--- config.mk ---
export PLATFORM = sky130hd
export DESIGN_NAME = bmp_grayscale_threshold_stream_top
export DESIGN_NICKNAME = d
export VERILOG_FILES = /design/src/sv/bgt_pkg.sv /design/src/sv/bgt_core.sv /design/src/sv/bgt_fifo.sv /design/src/sv/bmp_grayscale_threshold_stream_top.sv
export SDC_FILE = /design/constraint.sdc
export NUM_CORES = 1
export LEC_CHECK = 0
export BUFFER_PORTS_ARGS = -buffer_cell sky130_fd_sc_hd__buf_2
export CORE_AREA = 2 2 264 266
export CTS_CLUSTER_DIAMETER = 80
export CTS_CLUSTER_SIZE = 12
export DETAILED_ROUTE_END_ITERATION = 8
export DIE_AREA = 0 0 266 268
export SLEW_MARGIN = 20
export SYNTH_ARGS = -nofsm -noshare
export SYNTH_HDL_FRONTEND = slang
export SYNTH_SLANG_ARGS = --single-unit
--- constraint.sdc ---
create_clock -name clock -period 7.32 [get_ports clock]
set_input_delay 0.366 -clock clock [delete_from_list [all_inputs] [get_ports clock]]
set_output_delay 0.366 -clock clock [all_outputs]
set_load 0.05 [all_outputs]
--- src/sv/bgt_pkg.sv ---
// Types, constants and the divide-by-three helper of the BMP filter stream.
package bgt_pkg;

   // Header field locations and limits
   localparam int unsigned COUNTER_BITS_DEF = 32;
   localparam int unsigned OFFSET_BASE      = 10;
   localparam int unsigned WIDTH_BASE       = 18;
   localparam int unsigned HEIGHT_BASE      = 22;
   localparam logic [31:0] MIN_OFFSET       = 32'd26;

   // Result queue depth; an input beat may add up to three output beats
   localparam int unsigned FIFO_DEPTH = 8;
   localparam int unsigned MAX_PUSH   = 3;

   // Output levels of threshold mode
   localparam logic [7:0] LEVEL_BLACK = 8'd0;
   localparam logic [7:0] LEVEL_WHITE = 8'd255;

   typedef struct packed {
      logic [7:0] data;
      logic       last;
   } beat_type;

   // Output beats produced by one input beat
   typedef struct packed {
      logic [1:0]         count;
      beat_type [2:0]     beat;
   } result_type;

   // floor(sum / 3) for sum up to 765: multiply by 683 / 2048
   function automatic logic [7:0] div3(input logic [9:0] sum);
      logic [19:0] prod;
      prod = 20'(sum) * 20'd683;
      return prod[18:11];
   endfunction

endpackage

--- src/sv/bgt_core.sv ---
// Header capture, pixel gathering and per-beat filter decision.
module bgt_core
   import bgt_pkg::*;
#(
   parameter int unsigned COUNTER_BITS = COUNTER_BITS_DEF
) (
   input  logic       clock,
   input  logic       reset,
   input  logic       beat_en,
   input  logic [7:0] in_byte,
   input  logic       in_last,
   input  logic       csr_wr_en,
   input  logic       csr_grayscale_mode,
   output result_type result
);

   localparam logic [COUNTER_BITS-1:0] CNT_MAX = '1;

   logic                    mode_ff;
   logic [COUNTER_BITS-1:0] pos_ff, pos_in;
   logic [31:0]             offset_ff, offset_in;
   logic [31:0]             width_ff, width_in;
   logic [31:0]             height_ff, height_in;
   logic [7:0]              blue_ff, blue_in;
   logic [7:0]              green_ff, green_in;
   logic [1:0]              chan_ff, chan_in;
   logic [COUNTER_BITS-1:0] col_ff, col_in;
   logic [COUNTER_BITS-1:0] row_ff, row_in;
   logic [1:0]              pad_ff, pad_in;

   logic                    hdr_ok;
   logic                    active;
   logic [9:0]              sum;
   logic [7:0]              mean;
   logic [7:0]              level;
   logic [COUNTER_BITS-1:0] col_inc;

   function automatic logic [COUNTER_BITS-1:0] sat_inc(input logic [COUNTER_BITS-1:0] v);
      return (v == CNT_MAX) ? v : v + COUNTER_BITS'(1);
   endfunction

   // Replace one byte lane of a little-endian field when pos falls in it
   function automatic logic [31:0] capture(
      input logic [31:0]             field,
      input logic [COUNTER_BITS-1:0] pos,
      input int unsigned             base,
      input logic [7:0]              b
   );
      logic [31:0] f;
      logic [1:0]  lane;
      f    = field;
      lane = 2'(pos - COUNTER_BITS'(base));
      if (pos >= COUNTER_BITS'(base) && pos <= COUNTER_BITS'(base + 3)) begin
         case (lane)
            2'd0:    f[7:0]   = b;
            2'd1:    f[15:8]  = b;
            2'd2:    f[23:16] = b;
            default: f[31:24] = b;
         endcase
      end
      return f;
   endfunction

   // Pixel mean and optional black/white threshold
   assign sum     = 10'(blue_ff) + 10'(green_ff) + 10'(in_byte);
   assign mean    = div3(sum);
   assign level   = mode_ff ? mean : (mean[7] ? LEVEL_WHITE : LEVEL_BLACK);
   assign col_inc = sat_inc(col_ff);

   // Header sanity and pixel region check
   assign hdr_ok = (offset_ff >= MIN_OFFSET)
                && (width_ff != '0) && !width_ff[31]
                && (height_ff != '0) && !height_ff[31];
   assign active = hdr_ok && (32'(pos_ff) >= offset_ff) && (32'(row_ff) < height_ff);

   // Decide the output beats and the next state for the current input beat
   always_comb begin
      result    = '0;
      pos_in    = pos_ff;
      offset_in = offset_ff;
      width_in  = width_ff;
      height_in = height_ff;
      blue_in   = blue_ff;
      green_in  = green_ff;
      chan_in   = chan_ff;
      col_in    = col_ff;
      row_in    = row_ff;
      pad_in    = pad_ff;

      if (!active) begin
         offset_in            = capture(offset_ff, pos_ff, OFFSET_BASE, in_byte);
         width_in             = capture(width_ff, pos_ff, WIDTH_BASE, in_byte);
         height_in            = capture(height_ff, pos_ff, HEIGHT_BASE, in_byte);
         result.count         = 2'd1;
         result.beat[0].data  = in_byte;
         result.beat[0].last  = in_last;
      end else if (pad_ff != 2'd0) begin
         // Row padding passes through
         result.count         = 2'd1;
         result.beat[0].data  = in_byte;
         result.beat[0].last  = in_last;
         pad_in               = pad_ff - 2'd1;
         if (pad_ff == 2'd1) begin
            row_in = sat_inc(row_ff);
         end
      end else if (chan_ff == 2'd0) begin
         if (in_last) begin
            result.count        = 2'd1;
            result.beat[0].data = in_byte;
            result.beat[0].last = 1'b1;
         end else begin
            blue_in = in_byte;
            chan_in = 2'd1;
         end
      end else if (chan_ff == 2'd1) begin
         if (in_last) begin
            // Flush the partial pixel
            result.count        = 2'd2;
            result.beat[0].data = blue_ff;
            result.beat[0].last = 1'b0;
            result.beat[1].data = in_byte;
            result.beat[1].last = 1'b1;
         end else begin
            green_in = in_byte;
            chan_in  = 2'd2;
         end
      end else begin
         // Complete pixel: three equal bytes
         result.count        = 2'd3;
         result.beat[0].data = level;
         result.beat[0].last = 1'b0;
         result.beat[1].data = level;
         result.beat[1].last = 1'b0;
         result.beat[2].data = level;
         result.beat[2].last = in_last;
         chan_in             = 2'd0;
         if (32'(col_inc) == width_ff) begin
            col_in = '0;
            pad_in = width_ff[1:0];
            if (width_ff[1:0] == 2'd0) begin
               row_in = sat_inc(row_ff);
            end
         end else begin
            col_in = col_inc;
         end
      end

      // End of file: return to the idle state, ready for the next file
      if (in_last) begin
         pos_in    = '0;
         offset_in = '0;
         width_in  = '0;
         height_in = '0;
         blue_in   = '0;
         green_in  = '0;
         chan_in   = '0;
         col_in    = '0;
         row_in    = '0;
         pad_in    = '0;
      end else begin
         pos_in = sat_inc(pos_ff);
      end
   end

   // Advance state on each accepted beat
   always_ff @(posedge clock) begin
      if (reset) begin
         pos_ff    <= '0;
         offset_ff <= '0;
         width_ff  <= '0;
         height_ff <= '0;
         blue_ff   <= '0;
         green_ff  <= '0;
         chan_ff   <= '0;
         col_ff    <= '0;
         row_ff    <= '0;
         pad_ff    <= '0;
      end else if (beat_en) begin
         pos_ff    <= pos_in;
         offset_ff <= offset_in;
         width_ff  <= width_in;
         height_ff <= height_in;
         blue_ff   <= blue_in;
         green_ff  <= green_in;
         chan_ff   <= chan_in;
         col_ff    <= col_in;
         row_ff    <= row_in;
         pad_ff    <= pad_in;
      end
   end

   // Hold the mode register
   always_ff @(posedge clock) begin
      if (reset) begin
         mode_ff <= 1'b0;
      end else if (csr_wr_en) begin
         mode_ff <= csr_grayscale_mode;
      end
   end

endmodule

--- src/sv/bgt_fifo.sv ---
// Result queue: takes up to three beats at once, drains one per ready cycle.
module bgt_fifo
   import bgt_pkg::*;
(
   input  logic       clock,
   input  logic       reset,
   input  logic       push_en,
   input  result_type push,
   output logic       has_room,
   output logic       out_valid,
   input  logic       out_ready,
   output beat_type   out_beat
);

   localparam int unsigned PTR_W = $clog2(FIFO_DEPTH);
   localparam int unsigned CNT_W = $clog2(FIFO_DEPTH + 1);

   beat_type         mem_ff [FIFO_DEPTH];
   logic [PTR_W-1:0] rd_ff, rd_in;
   logic [PTR_W-1:0] wr_ff, wr_in;
   logic [CNT_W-1:0] cnt_ff, cnt_in;
   logic [CNT_W-1:0] push_n;
   logic             pop;

   assign out_valid = (cnt_ff != '0);
   assign out_beat  = mem_ff[rd_ff];
   assign pop       = out_valid && out_ready;
   assign has_room  = (cnt_ff <= CNT_W'(FIFO_DEPTH - MAX_PUSH));
   assign push_n    = push_en ? CNT_W'(push.count) : '0;

   // Advance pointers and occupancy
   always_comb begin
      rd_in  = pop ? rd_ff + PTR_W'(1) : rd_ff;
      wr_in  = wr_ff + PTR_W'(push_n);
      cnt_in = cnt_ff + push_n - CNT_W'(pop);
   end

   always_ff @(posedge clock) begin
      if (reset) begin
         rd_ff  <= '0;
         wr_ff  <= '0;
         cnt_ff <= '0;
      end else begin
         rd_ff  <= rd_in;
         wr_ff  <= wr_in;
         cnt_ff <= cnt_in;
      end
   end

   // Write the new beats at consecutive slots
   always_ff @(posedge clock) begin
      for (int k = 0; k < MAX_PUSH; k++) begin
         if (CNT_W'(k) < push_n) begin
            mem_ff[wr_ff + PTR_W'(k)] <= push.beat[k];
         end
      end
   end

endmodule

--- src/sv/bmp_grayscale_threshold_stream_top.sv ---
// Top level of the BMP grayscale / threshold byte stream filter.
//
//   port group  direction  handshake        payload
//   req_        in         valid / ready    in_byte, in_last
//   rsp_        out        valid / ready    out_byte, out_last
//   csr_        in         write enable     grayscale_mode
//
// One byte is accepted per cycle while req_ready is high; its zero to three beats
// enter an eight-entry queue the same edge and leave one per cycle on rsp_ready.
// Sustained rate is one byte per cycle each way, set by the single queue read port.
// req_ready drops only while the queue holds more than five beats.
// Synchronous reset empties the queue and clears all parse state and the mode bit.
module bmp_grayscale_threshold_stream_top
   import bgt_pkg::*;
#(
   parameter int unsigned COUNTER_BITS = COUNTER_BITS_DEF
) (
   input  logic       clock,
   input  logic       reset,
   input  logic       req_valid,
   output logic       req_ready,
   input  logic [7:0] req_in_byte,
   input  logic       req_in_last,
   output logic       rsp_valid,
   input  logic       rsp_ready,
   output logic [7:0] rsp_out_byte,
   output logic       rsp_out_last,
   input  logic       csr_wr_en,
   input  logic       csr_grayscale_mode
);

   logic       beat_en;
   result_type result;
   beat_type   head;

   assign beat_en = req_valid && req_ready;

   bgt_core #(
      .COUNTER_BITS(COUNTER_BITS)
   ) u_core (
      .clock              (clock),
      .reset              (reset),
      .beat_en            (beat_en),
      .in_byte            (req_in_byte),
      .in_last            (req_in_last),
      .csr_wr_en          (csr_wr_en),
      .csr_grayscale_mode (csr_grayscale_mode),
      .result             (result)
   );

   bgt_fifo u_fifo (
      .clock     (clock),
      .reset     (reset),
      .push_en   (beat_en),
      .push      (result),
      .has_room  (req_ready),
      .out_valid (rsp_valid),
      .out_ready (rsp_ready),
      .out_beat  (head)
   );

   assign rsp_out_byte = head.data;
   assign rsp_out_last = head.last;

endmodule

==> qor.csv <==
metric;value;unit
status;finished clean;
max-cap violation count;0;
power share of the clock group;26.0;%
Vert. Die Dim;268;µm
Peak Freq;137;MHz
cell count after synthesis;2176;
wire per inst;19.2;µm
Startpoint Class;register;
H-tree Lvls;1;
FF-to-FF path depth;35;
Net Sw Frac;37.3;%
main combinational cell family by area after synthesis;simple AND/OR/NAND/NOR gates;
Setup crit end;u_fifo.mem_ff[1][5]$_DFFE_PP_;
critical path class;reg2reg;
Clk Tree Root Cell;clkbuf_16;
ranking of synthesized cells by area;dfxtp_1 23%, edfxtp_1 11%, ha_1 9.8%, mux2i_1 5.9%, nor2_1 4.7%;
Arrival @ worst endpoint;7590;ps
DR vias;17198;
WP data required;7630;ps
clock latency on the worst-skew pair;600;ps
PnR worst setup slack;35.9;ps
Area Growth Syn to Fin;13.5;%
vias in the first global route;16671;
setup TNS;0;ps
skew final;42.4;ps
share of post-route cells with drive strength above 1;11.9;%
Pint;3.51;mW
Routed Antenna Nets;0;
IO Pins;26;
IO buf count;25;
Cells after DPL;3041;
pwr/cell area;251;nW/µm²
RSZ-0062 raised after global routing;yes;
CTS tree;built;
Post-Synth Simple-Gate Area;19.3;%
Layout Utilization;32.7;%
area leader, netlist;dfxtp_1;
hold-fix buffer count after cts;0;
unique cell type count in the Yosys netlist;92;
synth cell count leaders;246 x nor2_1, 226 x dfxtp_1, 154 x ha_1;
pre-CTS WS;-219;ps
element type at the critical path end;register;
Slew @ Worst Pin;1080;ps
#FFs+latches synth;298;
CTS sink count;298;
Reg clk slew, reported paths;70;ps
Peak VDD IR;0.174;mV
Worst Setup SP;u_core.green_ff[0]$_SDFFE_PP0P_;
Post-synth EDFFs;72;
Net Sw Power;2.09;mW
final instance area;22300;µm²
total die area;71300;µm²
Slowest cell on crit path;fa_1;
Max Slew Vio Count;0;
Comb pwr share;41.3;%
Post-Layout Cell Count;3101;
Worst slew margin;28.0;%
area post-placement;21100;µm²
# setup viols final;0;
PnR Total Power;5.60;mW
via-per-instance ratio;5.55;
Synth Area per Inst;9.04;µm²
FFs w/ async S/R, synth;0;%
Worst R2R End;u_fifo.mem_ff[1][5]$_DFFE_PP_;
gr usage total;16.3;%
mux share of post-synthesis cell area;8.47;%
final worst-path cycle share;99.5;%
core area;68200;µm²
Initial Util;28.8;%
total gr overflow;0;
area share of fa/ha/maj cells after synthesis;12.0;%
initial antenna violation count;0;
# DRC;0;
cts bufs inserted;30;
sequential power share;32.7;%
top fanout value on the critical path;8;
Synth top area share;23.0;%
fin nets;2397;
hold slack;96.4;ps
first-pass GRT wire length;94.0;mm
share of the yosys chip area belonging to registers;34.0;%
min cycle time layout;7280;ps
Crit path top cell by count;inv_1;
Detailed Place HPWL;42.7;mm
Reg-to-Reg Start;u_core.green_ff[0]$_SDFFE_PP0P_;
ANT cells;0;
Synth Flop Type;dfxtp_1;
crit-path max cell delay;530;ps
most common cell in the netlist;nor2_1;
Synth Area in XOR/XNOR;4.54;%
drt total wl;59.6;mm
initial drt markers;1525;
final count of hold timing violations;0;
Mapped Area;19700;µm²
row count;96;
Leak Pwr;8.91;nW
syn nets;2367;
Die Wd;266;µm
R2R setup slack;40;ps
gpl congestion;0.935;
HP Class;in2reg;
first-pass detailed-route iteration total;6;
yosys warns;0;
Compound-Gate Fraction of Synth Area;16.3;%
pin count of the biggest net entering global routing;84;
CTS max path bufs;3;
cells by family (layout without fill, tap and decap cells):
| kind of cell | count (synthesis) | after routing |
|---|---|---|
| simple gates | 731 | 731 |
| xor+xnor | 102 | 102 |
| fa+ha+maj | 176 | 176 |
| flops | 298 | 298 |
| buf+inv | 268 | 311 |
| mux | 143 | 143 |
| compound gates | 458 | 458 |
per-layer routing:
metal | part of all wire [%] | vias up | track usage, %
met1 | 45 | 8406 | 22.1
li1 | - | 8108 | -
met3 | 6.2 | 122 | 2.23
met2 | 46 | 562 | 27.0
met4 | 3.1 | 0 | 5.30
met5 | 0 | - | 0
power by group through the flow:
stage	clock network (mW)	registers (mW)	logic (mW)
floorplan	0	1.83	1.50
global placement	0	1.86	2.06
detailed placement	0	1.87	2.08
CTS	1.50	1.83	2.12
global route	1.56	1.84	2.56
finish	1.46	1.83	2.31
critical path, delay by kind of cell, from the launching register on:
kind,cells,cell delay (ps)
AOI/OAI and AO/OA,13,2110
xor gates and xnor gates,3,450
adders and majority gates,7,2520
buffers and inverters,8,670
DFF,1,340
and+or+nand+nor,4,890
sequential cells by signal (all words and copies together) (netlist names), named ones only:
register	flops
u_core.green_ff	8
u_core.pos_ff	32
u_core.width_ff	32
u_fifo.wr_ff	3
u_core.blue_ff	8
u_core.mode_ff	1
u_core.height_ff	32
u_core.chan_ff	2
u_core.row_ff	32
u_fifo.mem_ff	72
u_fifo.rd_ff	3
u_core.pad_ff	2
u_core.offset_ff	32
u_fifo.cnt_ff	4
u_core.col_ff	32
placed cells by master (no fill, tap or decap), types with 29 or more instances in the layout:
cell type / count
nor4_1: 48
a21oi_1: 82
buf_4: 95
edfxtp_1: 72
nor3_1: 30
nand3_1: 66
nand4_1: 47
nand2_1: 97
ha_1: 150
clkbuf_16: 31
o31ai_1: 46
a221o_1: 35
inv_1: 140
xor2_1: 54
or4_1: 47
xnor2_1: 44
dfxtp_1: 224
o21ai_0: 63
nor2b_1: 29
nor2_1: 244
mux2i_1: 116
area by class of cell:
class | count | area (µm²)
Clock buffer | 40 | 823
Sequential cell | 298 | 6690
Timing Repair Buffer | 120 | 845
Clock inverter | 5 | 42.5
Multi-Input combinational cell | 1610 | 12300
Tap cell | 882 | 1100
Inverter | 146 | 548
Fill cell | 7049 | 45900
worst min path at each step:
stage                                   start                              to  cells past startpoint
4_1_cts                    csr_grayscale_mode     u_core.mode_ff$_SDFFE_PP0P_                      3
2_1_floorplan    u_fifo.rd_ff[1]$_SDFFE_PP0P_                        register                      2
5_1_grt                    csr_grayscale_mode     u_core.mode_ff$_SDFFE_PP0P_                      3
3_5_place_dp   u_core.row_ff[28]$_SDFFE_PP0P_  u_core.row_ff[28]$_SDFFE_PP0P_                      2
6_report                   csr_grayscale_mode     u_core.mode_ff$_SDFFE_PP0P_                      3
3_3_place_gp     u_fifo.rd_ff[1]$_SDFFE_PP0P_    u_fifo.rd_ff[1]$_SDFFE_PP0P_                      2
what timing repair did:
action / 4_1_cts / 5_1_grt
gates cloned: 0 / 0
gates resized for setup: 13 / 46
pin swaps: 5 / 47
endpoints found under the setup margin: 63 / 64
buffers inserted: 5 / 10
Power figures use the tool's default switching activity.
